## config.mk

```make
export PLATFORM = sky130hd
export DESIGN_NAME = active_error_set_table_flat
export DESIGN_NICKNAME = d
export VERILOG_FILES = /design/src/hdl/aest_pkg.sv /design/src/hdl/aest_if.sv /design/src/hdl/active_error_set_table.sv /design/src/hdl/aest_ctrl.sv /design/src/hdl/aest_dp.sv /design/src/flat_wrapper.sv
export SDC_FILE = /design/constraint.sdc
export NUM_CORES = 1
export LEC_CHECK = 0
export BUFFER_PORTS_ARGS = -buffer_cell sky130_fd_sc_hd__buf_2
export CELL_PAD_IN_SITES_DETAIL_PLACEMENT = 0
export CELL_PAD_IN_SITES_GLOBAL_PLACEMENT = 1
export CORE_MARGIN = 2
export CORE_UTILIZATION = 56
export CTS_BUF_LIST = sky130_fd_sc_hd__clkbuf_8
export CTS_CLUSTER_DIAMETER = 30
export DETAILED_ROUTE_END_ITERATION = 10
export PLACE_DENSITY_LB_ADDON = 0.1
export SETUP_SLACK_MARGIN = 0.15
export SYNTH_ARGS = -nofsm -noshare
export SYNTH_HDL_FRONTEND = slang
export SYNTH_HIERARCHICAL = 1
export SYNTH_SLANG_ARGS = --single-unit
```

## constraint.sdc

```tcl
create_clock -name clk -period 13.2 [get_ports clk]
set_clock_uncertainty 0.15 [all_clocks]
set_input_delay 1.32 -clock clk [delete_from_list [all_inputs] [get_ports clk]]
set_output_delay 1.32 -clock clk [all_outputs]
set_load 0.03 [all_outputs]
```

## src/hdl/aest_pkg.sv

```systemverilog
// Shared constants, types and helpers for the active error set table.
package aest_pkg;

  // Number of code slots in the table.
  localparam int ENTRIES = 10;

  // Slot index width and cursor/count width (count reaches ENTRIES itself).
  localparam int IDX_W = (ENTRIES > 1) ? $clog2(ENTRIES) : 1;
  localparam int CNT_W = $clog2(ENTRIES + 1);

  // Field widths of the channels.
  localparam int FUNC_W   = 2;
  localparam int CODE_W   = 8;
  localparam int STATUS_W = 2;
  localparam int VIEW_W   = 4;

  // Byte that marks an empty slot ('#').
  localparam logic [CODE_W-1:0] EMPTY_MARK = 8'd35;

  // Operation codes.
  localparam logic [FUNC_W-1:0] FN_ADD    = 2'd0;
  localparam logic [FUNC_W-1:0] FN_REMOVE = 2'd1;
  localparam logic [FUNC_W-1:0] FN_FETCH  = 2'd2;

  // Result status codes.
  localparam logic [STATUS_W-1:0] ST_OK   = 2'd0;
  localparam logic [STATUS_W-1:0] ST_FULL = 2'd1;
  localparam logic [STATUS_W-1:0] ST_NONE = 2'd2;

  // Commands from the controller to the datapath.
  typedef struct packed {
    logic start;   // capture the incoming word, rewind the scan
    logic step;    // examine one slot
    logic commit;  // apply the outcome, load the result register
  } aest_cmd_t;

  // Status from the datapath to the controller.
  typedef struct packed {
    logic last;    // the current step is the final one of the scan
  } aest_sts_t;

  // Low VIEW_W bits of a cursor or count, zero-extended when narrower.
  function automatic logic [VIEW_W-1:0] to_view(input logic [CNT_W-1:0] v);
    logic [CNT_W+VIEW_W-1:0] w;
    w = {{VIEW_W{1'b0}}, v};
    return w[VIEW_W-1:0];
  endfunction

endpackage

```

## src/hdl/aest_if.sv

```systemverilog
// Valid/ready channel interfaces for the request and result words.
interface aest_in_if
  import aest_pkg::*;
  ();
  logic              valid;
  logic              ready;
  logic [FUNC_W-1:0] func;
  logic [CODE_W-1:0] code;

  modport source (output valid, output func, output code, input ready);
  modport sink   (input valid, input func, input code, output ready);
endinterface

interface aest_out_if
  import aest_pkg::*;
  ();
  logic                valid;
  logic                ready;
  logic [STATUS_W-1:0] status;
  logic [CODE_W-1:0]   error_code;
  logic [VIEW_W-1:0]   display_index;
  logic [VIEW_W-1:0]   error_count;

  modport source (output valid, output status, output error_code,
                  output display_index, output error_count, input ready);
  modport sink   (input valid, input status, input error_code,
                  input display_index, input error_count, output ready);
endinterface

```

## src/hdl/active_error_set_table.sv

```systemverilog
// Top level of the active error set table: controller plus datapath.
//
//  Channel  Dir  Word fields                                          Handshake
//  in_if    in   func[1:0] code[7:0]                                  valid/ready
//  out_if   out  status[1:0] error_code[7:0] display_index[3:0]
//                error_count[3:0]                                     valid/ready
//
// One word at a time: accept, then the scan, then commit.
// Add, remove and the unused code walk all ENTRIES slots, one slot per cycle
// through the single table read port. Fetch stops at the first occupied slot
// from the cursor, at the last slot, or when no code is left to show.
// Reset (synchronous, active low) marks every slot empty and clears the
// counters; the block takes a word in the very next cycle.
// A result held by out_ready low does not block the next accept; only the
// commit of the following word waits for the result register to drain.
module active_error_set_table
  import aest_pkg::*;
(
  input  logic       clk,
  input  logic       rst_n,
  aest_in_if.sink    in_if,
  aest_out_if.source out_if
);

  aest_cmd_t cmd;
  aest_sts_t sts;

  // sequencing: accept, scan, commit
  aest_ctrl u_ctrl (
    .clk       (clk),
    .rst_n     (rst_n),
    .in_valid  (in_if.valid),
    .in_ready  (in_if.ready),
    .out_valid (out_if.valid),
    .out_ready (out_if.ready),
    .sts       (sts),
    .cmd       (cmd)
  );

  // slots, counters and the result register
  aest_dp u_dp (
    .clk               (clk),
    .rst_n             (rst_n),
    .cmd               (cmd),
    .sts               (sts),
    .in_func           (in_if.func),
    .in_code           (in_if.code),
    .res_status        (out_if.status),
    .res_error_code    (out_if.error_code),
    .res_display_index (out_if.display_index),
    .res_error_count   (out_if.error_count)
  );

endmodule

```

## src/hdl/aest_ctrl.sv

```systemverilog
// Sequencer for the error table: accept, scan the slots, commit the result.
module aest_ctrl
  import aest_pkg::*;
(
  input  logic      clk,
  input  logic      rst_n,
  input  logic      in_valid,
  output logic      in_ready,
  output logic      out_valid,
  input  logic      out_ready,
  input  aest_sts_t sts,
  output aest_cmd_t cmd
);

  typedef enum logic [1:0] {
    S_IDLE,
    S_SCAN,
    S_COMMIT
  } state_t;

  state_t state_r, state_nxt;
  logic   out_valid_r, out_valid_nxt;

  always_comb begin
    state_nxt     = state_r;
    out_valid_nxt = out_valid_r;
    cmd           = '0;
    if (out_valid_r && out_ready) begin
      out_valid_nxt = 1'b0;
    end
    case (state_r)
      S_IDLE: begin
        if (in_valid) begin
          cmd.start = 1'b1;
          state_nxt = S_SCAN;
        end
      end
      S_SCAN: begin
        cmd.step = 1'b1;
        if (sts.last) begin
          state_nxt = S_COMMIT;
        end
      end
      S_COMMIT: begin
        // hold until the result register is free or drains this cycle
        if (!out_valid_r || out_ready) begin
          cmd.commit    = 1'b1;
          out_valid_nxt = 1'b1;
          state_nxt     = S_IDLE;
        end
      end
      default: begin
        state_nxt = S_IDLE;
      end
    endcase
  end

  always_ff @(posedge clk) begin
    if (!rst_n) begin
      state_r     <= S_IDLE;
      out_valid_r <= 1'b0;
    end else begin
      state_r     <= state_nxt;
      out_valid_r <= out_valid_nxt;
    end
  end

  assign in_ready  = (state_r == S_IDLE);
  assign out_valid = out_valid_r;

endmodule

```

## src/hdl/aest_dp.sv

```systemverilog
// Slot storage, counters, one-slot-per-cycle scan and the result register.
module aest_dp
  import aest_pkg::*;
(
  input  logic                clk,
  input  logic                rst_n,
  input  aest_cmd_t           cmd,
  output aest_sts_t           sts,
  input  logic [FUNC_W-1:0]   in_func,
  input  logic [CODE_W-1:0]   in_code,
  output logic [STATUS_W-1:0] res_status,
  output logic [CODE_W-1:0]   res_error_code,
  output logic [VIEW_W-1:0]   res_display_index,
  output logic [VIEW_W-1:0]   res_error_count
);

  logic [CODE_W-1:0] slots_r [ENTRIES];
  logic [CNT_W-1:0]  live_r, cursor_r, shown_r;

  logic [FUNC_W-1:0] func_r;
  logic [CODE_W-1:0] code_r;
  logic [IDX_W-1:0]  idx_r;
  logic              found_r, empty_seen_r, hit_r;
  logic [IDX_W-1:0]  empty_idx_r;
  logic [CODE_W-1:0] got_r;

  logic [STATUS_W-1:0] status_r;
  logic [CODE_W-1:0]   error_code_r;
  logic [VIEW_W-1:0]   display_index_r, error_count_r;

  logic [IDX_W-1:0]    rd_addr;
  logic [CODE_W-1:0]   rd_val;
  logic                fetch_go, idx_last, cur_last, rd_empty;
  logic [CNT_W-1:0]    live_c, cursor_c, shown_c;
  logic [STATUS_W-1:0] status_c;
  logic [CODE_W-1:0]   got_c;
  logic                wr_add;

  // single read port: fetch walks the display cursor, add/remove walk idx
  always_comb begin
    rd_addr  = (func_r == FN_FETCH) ? cursor_r[IDX_W-1:0] : idx_r;
    rd_val   = slots_r[rd_addr];
    rd_empty = (rd_val == EMPTY_MARK);
    idx_last = (idx_r == IDX_W'(ENTRIES - 1));
    cur_last = (cursor_r == CNT_W'(ENTRIES - 1));
    fetch_go = (live_r != '0) && (shown_r < live_r) && (cursor_r < CNT_W'(ENTRIES));
    case (func_r)
      FN_FETCH: sts.last = !fetch_go || !rd_empty || cur_last;
      default:  sts.last = idx_last;
    endcase
  end

  // outcome applied at commit
  always_comb begin
    live_c   = live_r;
    cursor_c = cursor_r;
    shown_c  = shown_r;
    status_c = ST_OK;
    got_c    = '0;
    wr_add   = 1'b0;
    case (func_r)
      FN_ADD: begin
        if (code_r != EMPTY_MARK && !found_r) begin
          if (empty_seen_r) begin
            wr_add = 1'b1;
            live_c = live_r + CNT_W'(1);
          end else begin
            status_c = ST_FULL;
          end
        end
      end
      FN_FETCH: begin
        if (hit_r) begin
          shown_c = shown_r + CNT_W'(1);
          got_c   = got_r;
        end else begin
          cursor_c = '0;
          shown_c  = '0;
          status_c = ST_NONE;
        end
      end
      default: begin
      end
    endcase
  end

  // table state
  always_ff @(posedge clk) begin
    if (!rst_n) begin
      for (int i = 0; i < ENTRIES; i++) begin
        slots_r[i] <= EMPTY_MARK;
      end
      live_r   <= '0;
      cursor_r <= '0;
      shown_r  <= '0;
    end else if (cmd.step) begin
      case (func_r)
        FN_REMOVE: begin
          if (code_r != EMPTY_MARK && rd_val == code_r) begin
            slots_r[idx_r] <= EMPTY_MARK;
            if (live_r != '0) begin
              live_r <= live_r - CNT_W'(1);
            end
          end
        end
        FN_FETCH: begin
          if (fetch_go) begin
            cursor_r <= cursor_r + CNT_W'(1);
          end
        end
        default: begin
        end
      endcase
    end else if (cmd.commit) begin
      if (wr_add) begin
        slots_r[empty_idx_r] <= code_r;
      end
      live_r   <= live_c;
      cursor_r <= cursor_c;
      shown_r  <= shown_c;
    end
  end

  // per-word scan registers and result register
  always_ff @(posedge clk) begin
    if (cmd.start) begin
      func_r       <= in_func;
      code_r       <= in_code;
      idx_r        <= '0;
      found_r      <= 1'b0;
      empty_seen_r <= 1'b0;
      empty_idx_r  <= '0;
      hit_r        <= 1'b0;
      got_r        <= '0;
    end else if (cmd.step) begin
      idx_r <= idx_r + IDX_W'(1);
      if (func_r == FN_ADD) begin
        if (rd_val == code_r) begin
          found_r <= 1'b1;
        end
        if (rd_empty && !empty_seen_r) begin
          empty_seen_r <= 1'b1;
          empty_idx_r  <= idx_r;
        end
      end
      if (func_r == FN_FETCH && fetch_go && !rd_empty) begin
        hit_r <= 1'b1;
        got_r <= rd_val;
      end
    end
    if (cmd.commit) begin
      status_r        <= status_c;
      error_code_r    <= got_c;
      display_index_r <= to_view(cursor_c);
      error_count_r   <= to_view(live_c);
    end
  end

  assign res_status        = status_r;
  assign res_error_code    = error_code_r;
  assign res_display_index = display_index_r;
  assign res_error_count   = error_count_r;

endmodule

```

## src/flat_wrapper.sv

```systemverilog
// flat-port wrapper written by rule: the top's interface ports become plain ports
module active_error_set_table_flat import aest_pkg::*;
  (clk, rst_n, in_if_valid, in_if_func, in_if_code, in_if_ready, out_if_valid, out_if_status, out_if_error_code, out_if_display_index, out_if_error_count, out_if_ready);
  aest_in_if in_if_i ();
  aest_out_if out_if_i ();
  input  logic clk;
  input  logic rst_n;
  input wire logic [$bits(in_if_i.valid)-1:0] in_if_valid;
  input wire logic [$bits(in_if_i.func)-1:0] in_if_func;
  input wire logic [$bits(in_if_i.code)-1:0] in_if_code;
  output wire logic [$bits(in_if_i.ready)-1:0] in_if_ready;
  output wire logic [$bits(out_if_i.valid)-1:0] out_if_valid;
  output wire logic [$bits(out_if_i.status)-1:0] out_if_status;
  output wire logic [$bits(out_if_i.error_code)-1:0] out_if_error_code;
  output wire logic [$bits(out_if_i.display_index)-1:0] out_if_display_index;
  output wire logic [$bits(out_if_i.error_count)-1:0] out_if_error_count;
  input wire logic [$bits(out_if_i.ready)-1:0] out_if_ready;
  assign in_if_i.valid = in_if_valid;
  assign in_if_i.func = in_if_func;
  assign in_if_i.code = in_if_code;
  assign in_if_ready = in_if_i.ready;
  assign out_if_valid = out_if_i.valid;
  assign out_if_status = out_if_i.status;
  assign out_if_error_code = out_if_i.error_code;
  assign out_if_display_index = out_if_i.display_index;
  assign out_if_error_count = out_if_i.error_count;
  assign out_if_i.ready = out_if_ready;
  active_error_set_table u_core (.clk(clk), .rst_n(rst_n), .in_if(in_if_i), .out_if(out_if_i));
endmodule
```

### Yosys cells after proc, flatten, opt, wreduce, memory -nomap -nowiden

Memory sizes are Yosys's and may differ from the RTL's.
Index checks and enable logic that the tools add are counted.

| operators by class | value |
|---|---|
| reductions and logical operators | 30 |
| $add $sub $neg | 5 |
| $lt $le $gt $ge | 2 |
| shift operators | 0 |
| div/mod/pow operators | 0 |
| mux-type cells | 53 |
| bitwise gates (word level) | 1 |
| multiply operators | 0 |
| eq/ne operators | 17 |

Operator list:

| cell | count |
|---|---|
| $mux W4 | 18 |
| $mux W1 | 27 |
| $add A4 B1 Y4 const B | 4 |
| $mux W8 | 2 |
| $reduce_or A8 Y1 | 2 |
| $reduce_and A3 Y1 | 5 |
| $ne A2 B2 Y1 const B | 7 |
| $eq A4 B4 Y1 const B | 2 |
| $eq A8 B6 Y1 const B | 1 |
| $eq A8 B8 Y1 | 1 |
| $logic_and A1 B1 Y1 | 8 |
| $mux W2 | 4 |
| $ne A8 B6 Y1 const B | 1 |
| $pmux W2 S3 | 1 |
| $logic_not A1 Y1 | 5 |
| $eq A2 B1 Y1 const B | 2 |
| $eq A2 B2 Y1 const B | 2 |
| $logic_not A2 Y1 | 2 |
| $lt A4 B4 Y1 | 1 |
| $lt A4 B4 Y1 const B | 1 |
| $pmux W2 S2 | 1 |
| $reduce_and A2 Y1 | 2 |
| $reduce_and A4 Y1 | 1 |
| $reduce_bool A4 Y1 | 1 |
| other kinds (5) | 7 |

| word-level totals | value |
|---|---|
| memories | 1 |
| bits in writable memories | 80 |
| word-level logic and storage cells | 126 |
| register bits after elaboration | 62 |
| bits in latches | 0 |
| input port bits | 14 |
| ROM bits | 0 |
| output and inout port bits | 20 |

Memories:

| name | depth | bits a word | rd ports | clocked after memory_dff | wr ports | RTL line | RTL |
|---|---|---|---|---|---|---|---|
| u_core.u_dp.slots_r | 10 | 8 | 1 | 0 | 10 | aest_dp.sv:17 | `logic [CODE_W-1:0] slots_r [ENTRIES];` |

### Longest topological paths before layout

An unclocked memory read counts as a cell.

| depth | value |
|---|---|
| depth after elaboration | 13 |
| depth in mapped cells | 20 |
| depth with buffers taken out | 11 |

### Hierarchy

Netlist, hierarchy kept.

Modules (own cells, without submodules):

| module | instances | area an instance (sq um) | cells each | seq. area each (sq um) |
|---|---|---|---|---|
| aest_dp | 1 | 8947.3 | 787 | 5305.1 |
| aest_ctrl | 1 | 148.9 | 16 | 60.1 |

### Worst setup path after synthesis

Ideal clock, no wire load.

| timing path | value |
|---|---|
| kind | input port to flip-flop |
| start point | input out_if_ready |
| end point | memory u_core.u_dp.slots_r[3][0], enable pin |
| setup time | 0.384 ns |
| data required time | 12.666 ns |
| cell stages on the path | 10 |
| slack | 8.238 ns |
| arrival | 4.428 ns |
| path buffers | 1 |
| cells stage by stage | nand2b_1 -> nor2b_1 -> nor2b_1 -> clkbuf_1 -> nand2_1 -> nor4b_1 -> nor2_1 -> nor2b_1 -> a32oi_1 -> o21ai_0 |

RTL lines:

| what | RTL line | RTL |
|---|---|---|
| start, declared | flat_wrapper.sv:17 | `input wire logic [$bits(out_if_i.ready)-1:0] out_if_ready;` |
| end, declared | aest_dp.sv:17 |  |

==> summary.md <==
| Metric | Value |
|---|---|
| Synth Warn # | 6 |
| Root Buffer | clkbuf_8 |
| CP Launch Type | register |
| Die Wd | 131.5 µm |
| Avg Inst Size Synth | 11.33 µm² |
| Syn Inst Count | 803 |
| Simple-gate share of the synthesized area | 0.1696 |
| Status | finished clean |
| Min-delay src | u_core/u_dp/found_r |
| Clock buffer depth | 2 |
| I/O pin cnt | 34 |
| Post-DR wirelength/cell | 23.11 µm |
| Most used DFF post-synth | edfxtp_1 |
| M1 WL | 9895 µm |
| Die ar. | 17280 µm² |
| EDFF count, synth | 156 |
| RD Place Congestion | 1.010 |
| Placement row count | 46 |
| Worst Tran Pin Value | 1255 ps |
| Met2 wire len | 11850 µm |
| Share of cells above drive strength 1 | 0.1169 |
| # clock sinks | 190 |
| Vias in the first global route | 6402 |
| Initial antenna violation count | 0 |
| H-tree depth | 4 |
| Top sig layer | met4 |
| Synth-to-layout area growth | 7.620% |
| Reg2Reg Launch Point | u_core/u_dp/func_r[0] |
| Total global routing overflow | 0 |
| Post-route ant nets | 0 |
| Largest family of logic cells by synthesized area | simple AND/OR/NAND/NOR gates |
| Synth Area in Compound Gates | 0.1048 |
| Worst EP arrival | 6680 ps |
| WHS Endpoint | u_core/u_dp/found_r |
| Via density | 6.262 |
| Post-CTS repair timing setup buffer count | 0 |
| Gr usage total | 0.2889 |
| Final WS setup | 6448 ps |
| Leak Pwr | 0.003415 µW |
| Post-Layout Inst Area | 9789 µm² |
| Nets@finish | 842 |
| Setup violators final | 0 |
| Starting Density | 0.5726 |
| RSZ-0062 raised after global routing | no |
| Max cap viols | 0 |
| Synth Area in XOR/XNOR | 0.01238 |
| Remaining DRCs | 0 |
| Register area share after synthesis | 0.5898 |
| Resized cells post-CTS | 0 |
| Worst rel slew slack | 0.1631 |
| Placed Area | 9390 µm² |
| Fin. Hold Viols | 0 |
| Setup crit end kind | register |
| Pwr Density | 124.0 nW/µm² |
| CORE AREA | 15890 µm² |
| VDD IR-drop max | 0.00007434 V |
| DP HPWL | 17340 µm |
| Ant diodes | 0 |
| TritonCTS buffer count | 17 |
| Hold Crit Class | register to register |
| Total number of vias | 6550 |
| I/O Buffers | 33 |
| Minimum clock period | 6752 ps |
| Most frequent cells in the layout | edfxtp_1, nand2_1, nor2_1 |
| Netlist cell types | 66 |
| Yosys reg bits | 190 |
| Die Span Y | 131.5 µm |
| Crit path max fanout | 61 |
| Multiplexer share of the synthesized area | 0.06988 |
| Metal3 WL | 1658 µm |
| Reg-to-Reg End | u_core/u_dp/slots_r[1][0] |
| Most common cell after layout, fill and taps aside | edfxtp_1 |
| Critical path required time | 13130 ps |
| TNS Setup | 0 ps |
| Initial DRC count | 697 |
| Slew Limit Fails | 0 |
| Crit. Startpoint | u_core/u_dp/func_r[0] |
| Clk Latency, worst-skew pair | 460 ps |
| CTS Hold Buffers Added | 0 |
| First-pass GRT wire length | 37590 µm |
| Post-placement setup slack | 6614 ps |
| Reg2Reg Setup Slack | 6450 ps |
| Routed WL | 24170 µm |
| CTS tree | yes |
| WS Path Type | register to register |
| Drt pass-1 iters | 5 |
| Post-synth ARST share | 0 |
| Pin count of the biggest net entering global routing | 62 |
| Cell depth of the worst flop-to-flop path | 12 |
| Fin crit share | 0.5115 |
| Syn Std Cell Area | 9096 µm² |
| Post-synthesis adder-cell area fraction | 0.01513 |
| Max Fclk | 0.1481 GHz |
| Syn Nets | 828 |
| WHS Path Cells | 2 |
| Worst-path clk slew | 90 ps |
## critical path, cell delays in order (launching register included)
cell      delay, ps
edfxtp_1        480
nand2b_1        710
a21o_2          240
buf_4           610
mux2i_1         300
o22ai_1         110
or3_1           300
or4_4           580
xnor2_2         160
nand4_2         160
nor3b_2         920
a31oi_2         610
o21ai_0         960
## metrics by stage
stage,total power [µW],std cells,hold slack [ps],utilization
3_5_place_dp,837.3,1014,310.7,0.5911
5_1_grt,1255,1046,369.4,0.6163
4_1_cts,1217,1046,332.2,0.6163
6_report,1213,1046,332.9,0.6163
2_1_floorplan,793.6,803,287.5,-
3_3_place_gp,834.8,1014,302.8,0.5911
## metal layers
metal,vias to the layer above,global-route usage
met5,-,0
met4,0,0.1171
met3,54,0.05247
met2,315,0.4750
met1,3172,0.3813
li1,3009,-
## Yosys cell counts (5+ instances only)
| cell | instances | area (µm²) |
|---|---|---|
| a22oi_1 | 5 | 37.54 |
| clkbuf_1 | 25 | 93.84 |
| mux2_2 | 6 | 67.56 |
| nor2b_1 | 14 | 87.58 |
| and3_1 | 17 | 106.4 |
| nand4_1 | 5 | 31.28 |
| o22ai_1 | 14 | 87.58 |
| a211oi_1 | 25 | 187.7 |
| inv_1 | 32 | 120.1 |
| nand2_1 | 96 | 360.4 |
| edfxtp_1 | 156 | 4684 |
| a21oi_1 | 30 | 150.1 |
| a31oi_1 | 11 | 68.82 |
| nand2b_1 | 8 | 50.05 |
| nor3_1 | 51 | 255.2 |
| nand3_1 | 7 | 35.03 |
| or3_1 | 28 | 175.2 |
| ha_1 | 11 | 137.6 |
| dfxtp_1 | 34 | 680.7 |
| o21ai_0 | 23 | 115.1 |
| buf_2 | 12 | 60.06 |
| mux2i_1 | 50 | 500.5 |
| buf_4 | 6 | 45.04 |
| nor2_1 | 60 | 225.2 |
| xnor2_1 | 8 | 70.07 |
## power breakdown
group	internal [µW]	switching, µW
combinational	56.1	106
clock	180	206
sequential	654	11.5
total	890	323
## worst max-delay path by stage
stage,end,slack (ps),cells after the start
global placement,u_core/u_dp/slots_r[2][2],6910,12
floorplan,u_core/u_dp/slots_r[3][0],8240,10
detailed placement,u_core/u_dp/slots_r[0][6],6610,12
finish,u_core/u_dp/slots_r[1][0],6450,12
CTS,u_core/u_dp/slots_r[0][7],6600,12
global route,u_core/u_dp/slots_r[0][5],6060,12
## cells by family (layout without fill, tap and decap cells)
family	Yosys count	after routing
AO/OA/AOI/OAI	141	141
XOR/XNOR	12	12
adder cells (fa/ha/maj)	11	11
buffers and inverters	79	106
flip-flops	190	190
multiplexers	59	59
AND/OR/NAND/NOR	311	311
## layout make-up
cell class,instances,area (µm²)
Clock buffer,19,261.5
Fill cell,1299,6096
Tap cell,216,270.3
Clock inverter,13,137.6
Inverter,32,120.1
Timing Repair Buffer,42,232.7
Sequential cell,190,5365
Multi-Input combinational cell,534,3402
## registers in the layout (all words and copies together), names as in the netlist
| name | count |
|---|---|
| u_core/u_dp/empty_seen_r | 1 |
| u_core/u_dp/res_error_code | 8 |
| u_core/u_dp/got_r | 8 |
| u_core/u_dp/func_r | 2 |
| u_core/u_dp/slots_r | 128 |
| u_core/u_dp/res_display_index | 4 |
| u_core/u_dp/empty_idx_r | 4 |
| u_core/u_dp/res_status | 2 |
| u_core/u_dp/live_r | 4 |
| u_core/u_dp/code_r | 8 |
| u_core/u_dp/found_r | 1 |
| u_core/u_dp/cursor_r | 4 |
| u_core/u_ctrl/state_r | 2 |
| u_core/u_dp/hit_r | 1 |
| u_core/u_dp/res_error_count | 4 |
| u_core/u_dp/idx_r | 4 |
| u_core/u_ctrl/out_valid | 1 |
| u_core/u_dp/shown_r | 4 |
(Power assumes the default switching activity.)
